===== src/hdl/mapg_pkg.sv =====
// ============================================================================
// mapg_pkg: shared types and constants for the masked adaptive pixel gain
// Holds the register map, the status codes, the channel and arithmetic widths
// and the constants for the percent scaling that the pipeline modules share.
// ============================================================================
package mapg_pkg;

    localparam int NUM_CH      = 3;
    localparam int CH_W        = 8;
    localparam int COORD_W     = 12;
    localparam int DIM_W       = 13;
    localparam int AMP_W       = 10;
    localparam int COUNT_W     = 5;
    localparam int SLOT_W      = 4;
    localparam int CFG_ADDR_W  = 3;
    localparam int CFG_DATA_W  = 13;

    localparam int MAX_RECTS_DEFAULT = 16;
    localparam int MAX_WIDTH         = 4096;

    localparam int EDGE_MARGIN = 5;
    localparam int FULL_SCALE  = 255;
    localparam int PERCENT     = 100;

    // Gain is 100 plus up to 1023, so it needs 11 bits.
    localparam int GAIN_W = 11;
    localparam int PROD_W = CH_W + GAIN_W;

    // A scaled value overflows when value * gain reaches this bound.
    localparam int OVF_LIMIT = (FULL_SCALE + 1) * PERCENT;
    localparam int SEL_W     = $clog2(OVF_LIMIT);

    // floor(p / 100) == (p * 5243) >> 19 for every p below the overflow bound.
    localparam int RECIP_SHIFT = 19;
    localparam int RECIP_MUL   = ((1 << RECIP_SHIFT) + PERCENT - 1) / PERCENT;
    localparam int RECIP_W     = SEL_W + 13;

    localparam logic [CFG_ADDR_W-1:0] CFG_IMAGE_WIDTH  = 3'd0;
    localparam logic [CFG_ADDR_W-1:0] CFG_IMAGE_HEIGHT = 3'd1;
    localparam logic [CFG_ADDR_W-1:0] CFG_AMPLIFY      = 3'd2;
    localparam logic [CFG_ADDR_W-1:0] CFG_FIRST_ROW    = 3'd3;
    localparam logic [CFG_ADDR_W-1:0] CFG_LAST_ROW     = 3'd4;
    localparam logic [CFG_ADDR_W-1:0] CFG_RECT_COUNT   = 3'd5;

    localparam logic OP_LOAD  = 1'b0;
    localparam logic OP_PIXEL = 1'b1;

    typedef enum logic [1:0] {
        ST_SKIP = 2'd0,
        ST_OVF  = 2'd1,
        ST_FULL = 2'd2,
        ST_HALF = 2'd3
    } mapg_status_t;

    // Load enables of the pipeline stages.
    typedef struct packed {
        logic s2;
        logic s3;
        logic s4;
    } mapg_adv_t;

    // Settings derived from the configuration registers.
    typedef struct packed {
        logic [GAIN_W-1:0]  gain;
        logic [GAIN_W-1:0]  half_gain;
        logic [COORD_W-1:0] first_row;
        logic [DIM_W-1:0]   row_end;
        logic [DIM_W-1:0]   width_sat;
    } mapg_cfg_t;

endpackage


===== src/hdl/masked_adaptive_pixel_gain.sv =====
// ============================================================================
// masked_adaptive_pixel_gain: windowed, rectangle-masked pixel gain
// Top level: configuration registers, input stage, stage valid chain and the
// rectangle and scaling datapaths.
// ============================================================================
// The block takes one transaction per clock cycle while s_ready is high. A pixel
// transaction passes four register stages (input capture, rectangle compare and
// channel multiplies, overflow decision, reciprocal divide by 100), and the first
// of them loads at the accepting edge. Each stage takes a new item every cycle
// while its successor moves or is empty, so a stalled result holds only the
// stages behind it. A load transaction writes its rectangle slot at the accepting
// edge, is seen by every later pixel, and gives no result. The rectangle store is
// not cleared after reset; a slot must be loaded before rect_count makes it
// active. Configuration must be written only while no pixel is in flight; the
// block itself does not enforce this.
module masked_adaptive_pixel_gain
    import mapg_pkg::*;
#(
    parameter int MAX_RECTS = MAX_RECTS_DEFAULT
) (
    input  logic                  aclk,
    input  logic                  aresetn,

    input  logic                  cfg_wr_en,
    input  logic [CFG_ADDR_W-1:0] cfg_addr,
    input  logic [CFG_DATA_W-1:0] cfg_wdata,

    input  logic                  s_valid,
    output logic                  s_ready,
    input  logic                  s_op,
    input  logic [COORD_W-1:0]    s_pixel_x,
    input  logic [COORD_W-1:0]    s_pixel_y,
    input  logic [NUM_CH-1:0]     s_src_nonzero_mask,
    input  logic [CH_W-1:0]       s_cur_chan0,
    input  logic [CH_W-1:0]       s_cur_chan1,
    input  logic [CH_W-1:0]       s_cur_chan2,
    input  logic [SLOT_W-1:0]     s_rect_slot,
    input  logic [COORD_W-1:0]    s_rect_left,
    input  logic [COORD_W-1:0]    s_rect_top,
    input  logic [COORD_W-1:0]    s_rect_right,
    input  logic [COORD_W-1:0]    s_rect_bottom,

    output logic                  m_valid,
    input  logic                  m_ready,
    output logic [1:0]            m_status,
    output logic [CH_W-1:0]       m_out_chan0,
    output logic [CH_W-1:0]       m_out_chan1,
    output logic [CH_W-1:0]       m_out_chan2
);

    logic [DIM_W-1:0]     width_reg;
    logic [DIM_W-1:0]     height_reg;
    logic [AMP_W-1:0]     amp_reg;
    logic [COORD_W-1:0]   first_row_reg;
    logic [DIM_W-1:0]     last_row_reg;
    logic [COUNT_W-1:0]   rect_count_reg;

    mapg_cfg_t            cfg;
    logic [MAX_RECTS-1:0] active;

    logic                 v1_reg, v2_reg, v3_reg, v4_reg;
    logic                 ready1, ready2, ready3, ready4;
    mapg_adv_t            adv;

    logic [COORD_W-1:0]   x1_reg;
    logic [COORD_W-1:0]   y1_reg;
    logic [NUM_CH-1:0]    mask1_reg;
    logic [CH_W-1:0]      ch1_reg [NUM_CH];

    logic                 accept;
    logic                 load_wr;
    logic                 hit_any;
    mapg_status_t         status;
    logic [CH_W-1:0]      out_ch [NUM_CH];

    always_ff @(posedge aclk) begin
        if (!aresetn) begin
            width_reg      <= DIM_W'(640);
            height_reg     <= DIM_W'(480);
            amp_reg        <= '0;
            first_row_reg  <= '0;
            last_row_reg   <= '0;
            rect_count_reg <= '0;
        end else if (cfg_wr_en) begin
            unique case (cfg_addr)
                CFG_IMAGE_WIDTH:  width_reg      <= cfg_wdata;
                CFG_IMAGE_HEIGHT: height_reg     <= cfg_wdata;
                CFG_AMPLIFY:      amp_reg        <= cfg_wdata[AMP_W-1:0];
                CFG_FIRST_ROW:    first_row_reg  <= cfg_wdata[COORD_W-1:0];
                CFG_LAST_ROW:     last_row_reg   <= cfg_wdata;
                CFG_RECT_COUNT:   rect_count_reg <= cfg_wdata[COUNT_W-1:0];
                default: begin
                end
            endcase
        end
    end

    always_comb begin
        cfg.gain      = GAIN_W'(PERCENT) + GAIN_W'(amp_reg);
        cfg.half_gain = cfg.gain >> 1;
        cfg.first_row = first_row_reg;
        cfg.row_end   = (last_row_reg == '0) ? height_reg : last_row_reg;
        cfg.width_sat = (32'(width_reg) > MAX_WIDTH) ? DIM_W'(MAX_WIDTH) : width_reg;
        // Slots beyond the store depth never exist, so the count saturates here.
        for (int i = 0; i < MAX_RECTS; i++) begin
            active[i] = 32'(i) < 32'(rect_count_reg);
        end
    end

    // Each stage loads when it is empty or its content moves on.
    assign ready4  = !v4_reg || m_ready;
    assign ready3  = !v3_reg || ready4;
    assign ready2  = !v2_reg || ready3;
    assign ready1  = !v1_reg || ready2;
    assign s_ready = ready1;
    assign adv.s2  = ready2;
    assign adv.s3  = ready3;
    assign adv.s4  = ready4;

    assign accept  = s_valid && s_ready;
    assign load_wr = accept && (s_op == OP_LOAD);

    always_ff @(posedge aclk) begin
        if (!aresetn) begin
            v1_reg <= 1'b0;
            v2_reg <= 1'b0;
            v3_reg <= 1'b0;
            v4_reg <= 1'b0;
        end else begin
            if (ready1) begin
                v1_reg <= s_valid && (s_op == OP_PIXEL);
            end
            if (ready2) begin
                v2_reg <= v1_reg;
            end
            if (ready3) begin
                v3_reg <= v2_reg;
            end
            if (ready4) begin
                v4_reg <= v3_reg;
            end
        end
    end

    always_ff @(posedge aclk) begin
        if (ready1) begin
            x1_reg     <= s_pixel_x;
            y1_reg     <= s_pixel_y;
            mask1_reg  <= s_src_nonzero_mask;
            ch1_reg[0] <= s_cur_chan0;
            ch1_reg[1] <= s_cur_chan1;
            ch1_reg[2] <= s_cur_chan2;
        end
    end

    mapg_rect_match #(
        .MAX_RECTS (MAX_RECTS)
    ) u_rect_match (
        .aclk      (aclk),
        .wr_en     (load_wr),
        .wr_slot   (s_rect_slot),
        .wr_left   (s_rect_left),
        .wr_top    (s_rect_top),
        .wr_right  (s_rect_right),
        .wr_bottom (s_rect_bottom),
        .adv       (adv),
        .pix_x     (x1_reg),
        .pix_y     (y1_reg),
        .active    (active),
        .hit_any   (hit_any)
    );

    mapg_scale u_scale (
        .aclk     (aclk),
        .adv      (adv),
        .cfg      (cfg),
        .pix_x    (x1_reg),
        .pix_y    (y1_reg),
        .pix_mask (mask1_reg),
        .pix_ch   (ch1_reg),
        .hit_any  (hit_any),
        .status   (status),
        .out_ch   (out_ch)
    );

    assign m_valid     = v4_reg;
    assign m_status    = status;
    assign m_out_chan0 = out_ch[0];
    assign m_out_chan1 = out_ch[1];
    assign m_out_chan2 = out_ch[2];

    // An accepted pixel always occupies the input stage on the next cycle.
    a_pixel_enters: assert property (@(posedge aclk) disable iff (!aresetn)
        (s_valid && s_ready && (s_op == OP_PIXEL)) |=> v1_reg)
        else $error("accepted pixel did not enter the pipeline");

    // A load transaction never creates a result slot.
    a_load_no_result: assert property (@(posedge aclk) disable iff (!aresetn)
        (s_valid && s_ready && (s_op == OP_LOAD)) |=> !v1_reg)
        else $error("load transaction entered the pixel pipeline");

    // An empty pipeline always takes a transaction.
    a_empty_ready: assert property (@(posedge aclk) disable iff (!aresetn)
        (!v1_reg && !v2_reg && !v3_reg && !v4_reg) |-> s_ready)
        else $error("empty pipeline refused input");

    // A result held by the output stage keeps the middle stages from advancing
    // only when they are full.
    a_stall_holds_s3: assert property (@(posedge aclk) disable iff (!aresetn)
        (v4_reg && !m_ready && v3_reg) |=> v3_reg && v4_reg)
        else $error("stalled pipeline lost a stage");

endmodule


===== src/hdl/mapg_rect_match.sv =====
// ============================================================================
// mapg_rect_match: exclusion rectangle store and containment compare
// Keeps the rectangle slots in registers, compares one pixel position against
// every active slot in parallel and registers one hit bit per slot.
// ============================================================================
module mapg_rect_match
    import mapg_pkg::*;
#(
    parameter int MAX_RECTS = MAX_RECTS_DEFAULT
) (
    input  logic                 aclk,
    input  logic                 wr_en,
    input  logic [SLOT_W-1:0]    wr_slot,
    input  logic [COORD_W-1:0]   wr_left,
    input  logic [COORD_W-1:0]   wr_top,
    input  logic [COORD_W-1:0]   wr_right,
    input  logic [COORD_W-1:0]   wr_bottom,
    input  mapg_adv_t            adv,
    input  logic [COORD_W-1:0]   pix_x,
    input  logic [COORD_W-1:0]   pix_y,
    input  logic [MAX_RECTS-1:0] active,
    output logic                 hit_any
);

    logic [COORD_W-1:0]   left_reg   [MAX_RECTS];
    logic [COORD_W-1:0]   top_reg    [MAX_RECTS];
    logic [COORD_W-1:0]   right_reg  [MAX_RECTS];
    logic [COORD_W-1:0]   bottom_reg [MAX_RECTS];
    logic [MAX_RECTS-1:0] hit_reg;
    logic [MAX_RECTS-1:0] hit_next;

    // A slot at or beyond the store depth simply matches no entry.
    always_ff @(posedge aclk) begin
        for (int i = 0; i < MAX_RECTS; i++) begin
            if (wr_en && (32'(wr_slot) == 32'(i))) begin
                left_reg[i]   <= wr_left;
                top_reg[i]    <= wr_top;
                right_reg[i]  <= wr_right;
                bottom_reg[i] <= wr_bottom;
            end
        end
    end

    always_comb begin
        for (int i = 0; i < MAX_RECTS; i++) begin
            hit_next[i] = active[i]
                && (pix_x >= left_reg[i]) && (pix_x <= right_reg[i])
                && (pix_y >= top_reg[i])  && (pix_y <= bottom_reg[i]);
        end
    end

    always_ff @(posedge aclk) begin
        if (adv.s2) begin
            hit_reg <= hit_next;
        end
    end

    assign hit_any = |hit_reg;

endmodule


===== src/hdl/mapg_scale.sv =====
// ============================================================================
// mapg_scale: window test and percent gain datapath
// Three register stages: channel products at full and halved gain, overflow
// decision and product select, then the divide by 100 as a reciprocal multiply.
// ============================================================================
module mapg_scale
    import mapg_pkg::*;
(
    input  logic               aclk,
    input  mapg_adv_t          adv,
    input  mapg_cfg_t          cfg,
    input  logic [COORD_W-1:0] pix_x,
    input  logic [COORD_W-1:0] pix_y,
    input  logic [NUM_CH-1:0]  pix_mask,
    input  logic [CH_W-1:0]    pix_ch [NUM_CH],
    input  logic               hit_any,
    output mapg_status_t       status,
    output logic [CH_W-1:0]    out_ch [NUM_CH]
);

    // Stage 2
    logic               win_ok_reg;
    logic [NUM_CH-1:0]  mask2_reg;
    logic [CH_W-1:0]    ch2_reg    [NUM_CH];
    logic [PROD_W-1:0]  pfull2_reg [NUM_CH];
    logic [PROD_W-1:0]  phalf2_reg [NUM_CH];
    logic               win_ok_next;

    // Stage 3
    mapg_status_t       status3_reg;
    mapg_status_t       status3_next;
    logic [NUM_CH-1:0]  mask3_reg;
    logic [CH_W-1:0]    ch3_reg    [NUM_CH];
    logic [SEL_W-1:0]   psel3_reg  [NUM_CH];
    logic [SEL_W-1:0]   psel3_next [NUM_CH];
    logic               over_full;
    logic               over_half;

    // Stage 4
    mapg_status_t       status4_reg;
    logic [CH_W-1:0]    out4_reg   [NUM_CH];
    logic [CH_W-1:0]    out4_next  [NUM_CH];
    logic [RECIP_W-1:0] recip      [NUM_CH];
    logic               scaled3;

    assign win_ok_next = (pix_y >= cfg.first_row)
        && ({1'b0, pix_y} < cfg.row_end)
        && (pix_x >= COORD_W'(EDGE_MARGIN))
        && (({1'b0, pix_x} + DIM_W'(EDGE_MARGIN)) < cfg.width_sat);

    always_ff @(posedge aclk) begin
        if (adv.s2) begin
            win_ok_reg <= win_ok_next;
            mask2_reg  <= pix_mask;
            for (int c = 0; c < NUM_CH; c++) begin
                ch2_reg[c]    <= pix_ch[c];
                pfull2_reg[c] <= PROD_W'(pix_ch[c]) * PROD_W'(cfg.gain);
                phalf2_reg[c] <= PROD_W'(pix_ch[c]) * PROD_W'(cfg.half_gain);
            end
        end
    end

    always_comb begin
        over_full = 1'b0;
        over_half = 1'b0;
        for (int c = 0; c < NUM_CH; c++) begin
            if (mask2_reg[c] && (pfull2_reg[c] >= PROD_W'(OVF_LIMIT))) begin
                over_full = 1'b1;
            end
            if (mask2_reg[c] && (phalf2_reg[c] >= PROD_W'(OVF_LIMIT))) begin
                over_half = 1'b1;
            end
        end
        if (!win_ok_reg || hit_any) begin
            status3_next = ST_SKIP;
        end else if (!over_full) begin
            status3_next = ST_FULL;
        end else if (!over_half) begin
            status3_next = ST_HALF;
        end else begin
            status3_next = ST_OVF;
        end
        // The selected product is only used when it is below the overflow bound.
        for (int c = 0; c < NUM_CH; c++) begin
            psel3_next[c] = over_full ? phalf2_reg[c][SEL_W-1:0]
                                      : pfull2_reg[c][SEL_W-1:0];
        end
    end

    always_ff @(posedge aclk) begin
        if (adv.s3) begin
            status3_reg <= status3_next;
            mask3_reg   <= mask2_reg;
            for (int c = 0; c < NUM_CH; c++) begin
                ch3_reg[c]   <= ch2_reg[c];
                psel3_reg[c] <= psel3_next[c];
            end
        end
    end

    assign scaled3 = (status3_reg == ST_FULL) || (status3_reg == ST_HALF);

    always_comb begin
        for (int c = 0; c < NUM_CH; c++) begin
            recip[c] = RECIP_W'(psel3_reg[c]) * RECIP_W'(RECIP_MUL);
            out4_next[c] = (scaled3 && mask3_reg[c]) ? recip[c][RECIP_SHIFT +: CH_W]
                                                     : ch3_reg[c];
        end
    end

    always_ff @(posedge aclk) begin
        if (adv.s4) begin
            status4_reg <= status3_reg;
            for (int c = 0; c < NUM_CH; c++) begin
                out4_reg[c] <= out4_next[c];
            end
        end
    end

    assign status = status4_reg;
    always_comb begin
        for (int c = 0; c < NUM_CH; c++) begin
            out_ch[c] = out4_reg[c];
        end
    end

endmodule

===== config.mk =====
export PLATFORM = sky130hd
export DESIGN_NAME = masked_adaptive_pixel_gain
export DESIGN_NICKNAME = d
export VERILOG_FILES = /design/src/hdl/mapg_pkg.sv /design/src/hdl/masked_adaptive_pixel_gain.sv /design/src/hdl/mapg_rect_match.sv /design/src/hdl/mapg_scale.sv
export SDC_FILE = /design/constraint.sdc
export NUM_CORES = 2
export LEC_CHECK = 0
export BUFFER_PORTS_ARGS = -buffer_cell sky130_fd_sc_hd__buf_2
export CORE_MARGIN = 5
export CORE_UTILIZATION = 30
export DETAILED_ROUTE_END_ITERATION = 10
export GPL_ROUTABILITY_DRIVEN = 0
export PLACE_DENSITY_LB_ADDON = 0.1
export SLEW_MARGIN = 20
export SYNTH_ARGS = -nofsm -noshare
export SYNTH_HDL_FRONTEND = slang
export SYNTH_SLANG_ARGS = --single-unit

===== constraint.sdc =====
create_clock -name aclk -period 12.3 [get_ports aclk]
set_input_delay 0.615 -clock aclk [delete_from_list [all_inputs] [get_ports aclk]]
set_output_delay 0.615 -clock aclk [all_outputs]
set_load 0.03 [all_outputs]

# Word-level counts from Yosys, hierarchy flattened
# Memory sizes are Yosys's and may differ from the RTL's.
# Index checks and enable logic that the tools add are counted.
# Widths: inputs -> output; s select.
[totals] input_bits=125 romBits=0 latch_bits=0 ff_bits=148 output_inout_bits=28 word_cells=570 ram_bits=996 n_memories=10
[memory_table] memory="u_rect_match.bottom_reg" depth=16 word_bits=12 read_ports=16 rd_clocked_by_memory_dff=0 wr=1 line_no="mapg_rect_match.sv:28" source="logic [COORD_W-1:0] bottom_reg [MAX_RECTS];"
[memory_table] memory="u_rect_match.left_reg" depth=16 word_bits=12 read_ports=16 rd_clocked_by_memory_dff=0 wr=1 line_no="mapg_rect_match.sv:25" source="logic [COORD_W-1:0] left_reg [MAX_RECTS];"
[memory_table] memory="u_rect_match.right_reg" depth=16 word_bits=12 read_ports=16 rd_clocked_by_memory_dff=0 wr=1 line_no="mapg_rect_match.sv:27" source="logic [COORD_W-1:0] right_reg [MAX_RECTS];"
[memory_table] memory="u_rect_match.top_reg" depth=16 word_bits=12 read_ports=16 rd_clocked_by_memory_dff=0 wr=1 line_no="mapg_rect_match.sv:26" source="logic [COORD_W-1:0] top_reg [MAX_RECTS];"
[memory_table] memory="u_scale.pfull2_reg" depth=3 word_bits=19 read_ports=3 rd_clocked_by_memory_dff=0 wr=3 line_no="mapg_scale.sv:25" source="logic [PROD_W-1:0] pfull2_reg [NUM_CH];"
[memory_table] memory="u_scale.phalf2_reg" depth=3 word_bits=18 read_ports=3 rd_clocked_by_memory_dff=0 wr=3 line_no="mapg_scale.sv:26" source="logic [PROD_W-1:0] phalf2_reg [NUM_CH];"
[memory_table] memory="+4 memories"
[op_classes] mul=9 n_bitwise=2 mux=234 magnitude_cmp=91 shift=0 reduce_logical=177 eq_ne=22 n_div=0 n_addsub=2
[op_table] op="$mux 12" n=60
[op_table] op="$reduce_or 12->1" n=60
[op_table] op="$ge 12x12->1" n=33
[op_table] op="$le 12x12->1" n=32
[op_table] op="$mux 4" n=60
[op_table] op="$ge 19x15->1 const B" n=6
[op_table] op="$mux 1" n=104
[op_table] op="$logic_and 1x1->1" n=95
[op_table] op="$mul 15x13->27 const B" n=3
[op_table] op="$mul 8x11->19" n=3
[op_table] op="$mul 8x10->18" n=3
[op_table] op="$mux 15" n=3
[op_table] op="$lt 4x5->1 const A" n=8
[op_table] op="$eq 4x4->1 const B" n=8
[op_table] op="$mux 13" n=2
[op_table] op="$mux 8" n=3
[op_table] op="$lt 3x5->1 const A" n=4
[op_table] op="$eq 4x3->1 const B" n=4
[op_table] op="$reduce_or 16->1" n=1
[op_table] op="$add 12x3->13 const B" n=1
[op_table] op="$gt 13x13->1 const B" n=1
[op_table] op="$logic_not 13->1" n=1
[op_table] op="$lt 12x13->1" n=1
[op_table] op="$lt 13x13->1" n=1
[op_table] op="18 further kinds" n=40

# Logic depth before layout (Yosys ltp)
[logic_depth] ltp_word=26 ltp_mapped=22 depth_no_buf=21

# Cells and area by module
# A second synthesis with hierarchy kept.
[unflattened] hier_cells=7412 area_unflattened_um2=83057.2
[modules_own_cells] mod="mapg_rect_match" seq_area_each_um2=23542.6 area_each_um2=42213.0 cells_per_inst=3361 instances=1
[modules_own_cells] mod="mapg_scale" seq_area_each_um2=7267.0 area_each_um2=36137.2 cells_per_inst=3611 instances=1
[modules_own_cells] mod="masked_adaptive_pixel_gain" seq_area_each_um2=2932.8 area_each_um2=4707.0 cells_per_inst=440 instances=1

# Worst setup path before layout
# No wires, ideal clock.
[synth_path] path_kind="input-to-reg" from="input port m_ready" to="memory u_rect_match.bottom_reg[0][0], enable pin" arrival_ns=6.201 setup_time_ns=0.513 required_ns=11.787 path_buffers=0 slack_ns=5.585 cell_stages=6 path_cell_list="nor2b_1 -> and3_1 -> nand2_1 -> nand3b_1 -> or3_1 -> nor3_1"
[synth_between] elab_chain_cells=25 elab_cells_between_ends=99 classes_between="mux: 62; reduce/logical: 37"
[synth_rtl] element="start: declaration" line_no="masked_adaptive_pixel_gain.sv:44" source="input logic m_ready,"
[synth_rtl] element="$logic_or 1x1->1 *" line_no="masked_adaptive_pixel_gain.sv:111" source="assign ready4 = !v4_reg || m_ready;"
[synth_rtl] element="$logic_or 1x1->1 *" line_no="masked_adaptive_pixel_gain.sv:112" source="assign ready3 = !v3_reg || ready4;"
[synth_rtl] element="$logic_or 1x1->1 *" line_no="masked_adaptive_pixel_gain.sv:113" source="assign ready2 = !v2_reg || ready3;"
[synth_rtl] element="$logic_or 1x1->1 *" line_no="masked_adaptive_pixel_gain.sv:114" source="assign ready1 = !v1_reg || ready2;"
[synth_rtl] element="named net s_ready" line_no="masked_adaptive_pixel_gain.sv:29" source="output logic s_ready,"
[synth_rtl] element="$logic_and 1x1->1 *" line_no="masked_adaptive_pixel_gain.sv:120" source="assign accept = s_valid && s_ready;"
[synth_rtl] element="$logic_and 1x1->1 *" line_no="masked_adaptive_pixel_gain.sv:121" source="assign load_wr = accept && (s_op == OP_LOAD);"
[synth_rtl] element="$logic_and 1x1->1" line_no="mapg_rect_match.sv:35" source="if (wr_en && (32'(wr_slot) == 32'(i))) begin"
[synth_rtl] element="$mux 1" line_no="mapg_rect_match.sv:35"
[synth_rtl] element="$mux 1 (not written as such)" line_no="mapg_rect_match.sv:39" source="bottom_reg[i] <= wr_bottom;"
[synth_rtl] element="$reduce_or 12->1 (no source line)"
[synth_rtl] element="$mux 4 (no source line) or $mux 1 (tied branches) (15 in a row)"
[synth_rtl] element="end: declaration" line_no="mapg_rect_match.sv:28"
# Mark *: on every way through the listed nets, which the timed path passes. The rest lies on a longest branch.

==> results_dict.tcl <==
set metrics [dict create \
    postLayoutCellArea_mm2 0.0881 \
    synth_cells 6658 \
    grt-ovfl-total 0 \
    clockBufferDepth 3 \
    fin_util_pct 34.3 \
    drt_iter0_markers 2284 \
    cts_resized 0 \
    path_class "reg -> reg" \
    placed_area_mm2 0.0829 \
    holdPathStages 3 \
    fin_setup_tns_ns 0 \
    fin_crit_ns 6.27 \
    path_cells "buf_4 > ha_1 > nand2_1 > fa_1 > fa_1 > inv_1 > ha_1 > inv_1 > fa_1 > inv_1 > ha_1 > nor2b_1 > o21ai_1 > a21boi_0 > o21ai_0 > a21boi_0 > o21ai_0 > a21oi_1 > and4_1 > or3_1" \
    setup_violations 0 \
    critPathArrivalTime_ns 6.82 \
    htree_levels 4 \
    numCtsBuffers 148 \
    ctsRootBufferMaster "clkbuf_16" \
    dp_cells 10200 \
    dieArea_mm2 0.268 \
    design_power_total_mw 25.2 \
    finalCritPeriodShare_pct 50.9 \
    via_per_inst 4.58 \
    synth_cell_type_count 74 \
    clk_latency_ns 0.83 \
    antenna_found_initial 34 \
    wl_per_cell_um 20.4 \
    ios 153 \
    cts_tree "yes" \
    p_per_area_mw_per_mm2 287 \
    fillers 25700 \
    pre_cts_ws_ns 6.06 \
    hold_class "in -> reg" \
    maxCapViolations 0 \
    cp_max_fo 27 \
    area_delta_synth_final_pct 13.7 \
    row_count 186 \
    avgSynthCellArea_um2 11.6 \
    final_common_cell "inv_1" \
    slowest_stage "ha_1" \
    hold_viol 0 \
    setup_ws_ns 6.03 \
    die_y_um 518 \
    max_slew_margin_pct 23.0 \
    finalNonFillerCells 10500 \
    skew_ns 0.0589 \
    worst_setup_path_start_kind "flip-flop" \
    syn_area_mm2 0.0775 \
    synth_edf_count 1074 \
    finalMaxSlewViolations 0 \
    cpPeakStageDelay_ns 1.10 \
    cp.required_ns 12.85 \
    layout_common_cells "1431 x inv_1, 1271 x ha_1, 1074 x edfxtp_1, 405 x fa_1, 327 x nand2_1" \
    dr.pass1.iters 5 \
    whs_ns 0.118 \
    grt_pass1_vias 50400 \
    drcViolationCount 0 \
    route.vias.total 48100 \
    cts.hold.buffers_added 50 \
    io_buffers 152 \
    grt_pass1_wl_um 324000 \
    outcome "finished clean" \
    die_w_um 518 \
    start_util_pct 30.2 \
    final_nets 8794 \
    peakVddDrop_v 0.000560 \
    wl_um 214000 \
    cts_setup_buffers 0 \
    ys_async_sr_fraction_pct 0 \
    grt_max_degree 71 \
    seq_area_frac_synth_pct 43.4 \
    fmax_mhz 160 \
    clkTransAtPathRegs_ns 0.06 \
    coreArea_mm2 0.257 \
    antenna_left 0 \
    rsz0062_at_grt "false" \
    r2r_cells 20 \
    hpwl_um 146000 \
    synth_nets 8459 \
    end_kind "flip-flop" \
    drive_above_1_share_pct 7.55 \
    yosys_register_bits 1144 \
    grtUsageTotal_pct 16.1 \
    cts_sinks 1144 \
    synth_ff_type "edfxtp_1" \
    worst_pin_slew_ns 1.13 \
    leakage_nw 40.9 \
    yosysWarnings 0 \
]
-- report_power, final --
group,switching [mW],internal (mW),leakage (nW)
combinational,9.48,6.65,27.7
sequential,0.295,4.61,10.8
clock,1.84,2.37,2.27
total,11.6,13.6,40.9
-- cells in the mapped netlist (9+ instances only) --
cell	n	area share, %
ha_1	1271	21
fa_1	405	10
and2_1	169	1.4
mux2_2	45	0.65
o21a_1	29	0.28
or3_1	9	0.073
a21o_1	251	2.4
nor4_1	24	0.19
a21oi_1	248	1.6
nand3_1	44	0.28
xnor2_1	86	0.97
nand2_1	329	1.6
clkbuf_1	87	0.42
nor3_1	49	0.32
o221ai_1	30	0.34
and3_1	17	0.14
a211oi_1	20	0.19
o21bai_1	10	0.097
a21boi_0	71	0.69
dfxtp_1	70	1.8
a31oi_1	18	0.15
nand2b_1	105	0.85
a2111oi_0	21	0.24
or2_2	25	0.20
inv_1	1433	6.9
o211ai_1	19	0.18
o21ai_0	189	1.2
nor2b_1	108	0.87
o31ai_1	9	0.087
xor2_1	26	0.29
a211o_1	13	0.15
nand4_1	110	0.89
nor2_1	144	0.70
edfxtp_1	1074	42
-- kinds of logic (layout without fill, tap and decap cells) --
kind of cell | after synthesis | after routing | synth area share, %
other | 0 | 12 | 0
DFF | 1144 | 1144 | 43.4
adders and majority gates | 1678 | 1678 | 31.0
buffers and inverters | 1525 | 1975 | 7.39
xor gates and xnor gates | 112 | 112 | 1.27
muxes | 50 | 50 | 0.719
and+or+nand+nor | 1159 | 1159 | 7.77
AOI/OAI and AO/OA | 990 | 990 | 8.39
-- area by class of cell --
cell class                      count  area, um2  share of cell area (%)
Clock inverter                     76        748                   0.849
Timing Repair Buffer              276       1820                    2.06
Clock buffer                      189       3950                    4.48
Multi-Input combinational cell   3989      38300                    43.4
Sequential cell                  1144      33700                    38.2
Antenna cell                       12       30.0                  0.0341
Inverter                         1434       5390                    6.12
Tap cell                         3384       4230                    4.81
-- worst paths after layout --
kind                            slack (ns)                   start                   endpoint
worst min-delay path                  0.12           cfg_wdata[12]              width_reg[12]
worst max register to register        6.03              amp_reg[2]  u_scale.phalf2_reg[0][17]
worst min register to register        0.41  u_scale.ch2_reg[0][18]     u_scale.ch3_reg[0][18]
worst max-delay path                  6.03              amp_reg[2]  u_scale.phalf2_reg[0][17]
-- per-layer routing --
layer / part of all wire (%) / vias up / GRT usage (%) / wire [um]
met5: 0.019 / - / 0 / 41
met4: 2.5 / 6 / 4.26 / 5420
met3: 3.4 / 239 / 2.39 / 7240
met2: 46 / 663 / 26.4 / 98400
met1: 48 / 23700 / 22.1 / 103000
li1: - / 23500 / - / -
-- critical path, delay by kind of cell, from the launching register on --
family,cells,cell delay [ns]
fa+ha+maj,6,3.24
compound gates,6,1.15
simple gates,4,0.89
buf+inv,4,0.40
flops,1,0.29
No activity file was read; power rests on OpenSTA's default activity.
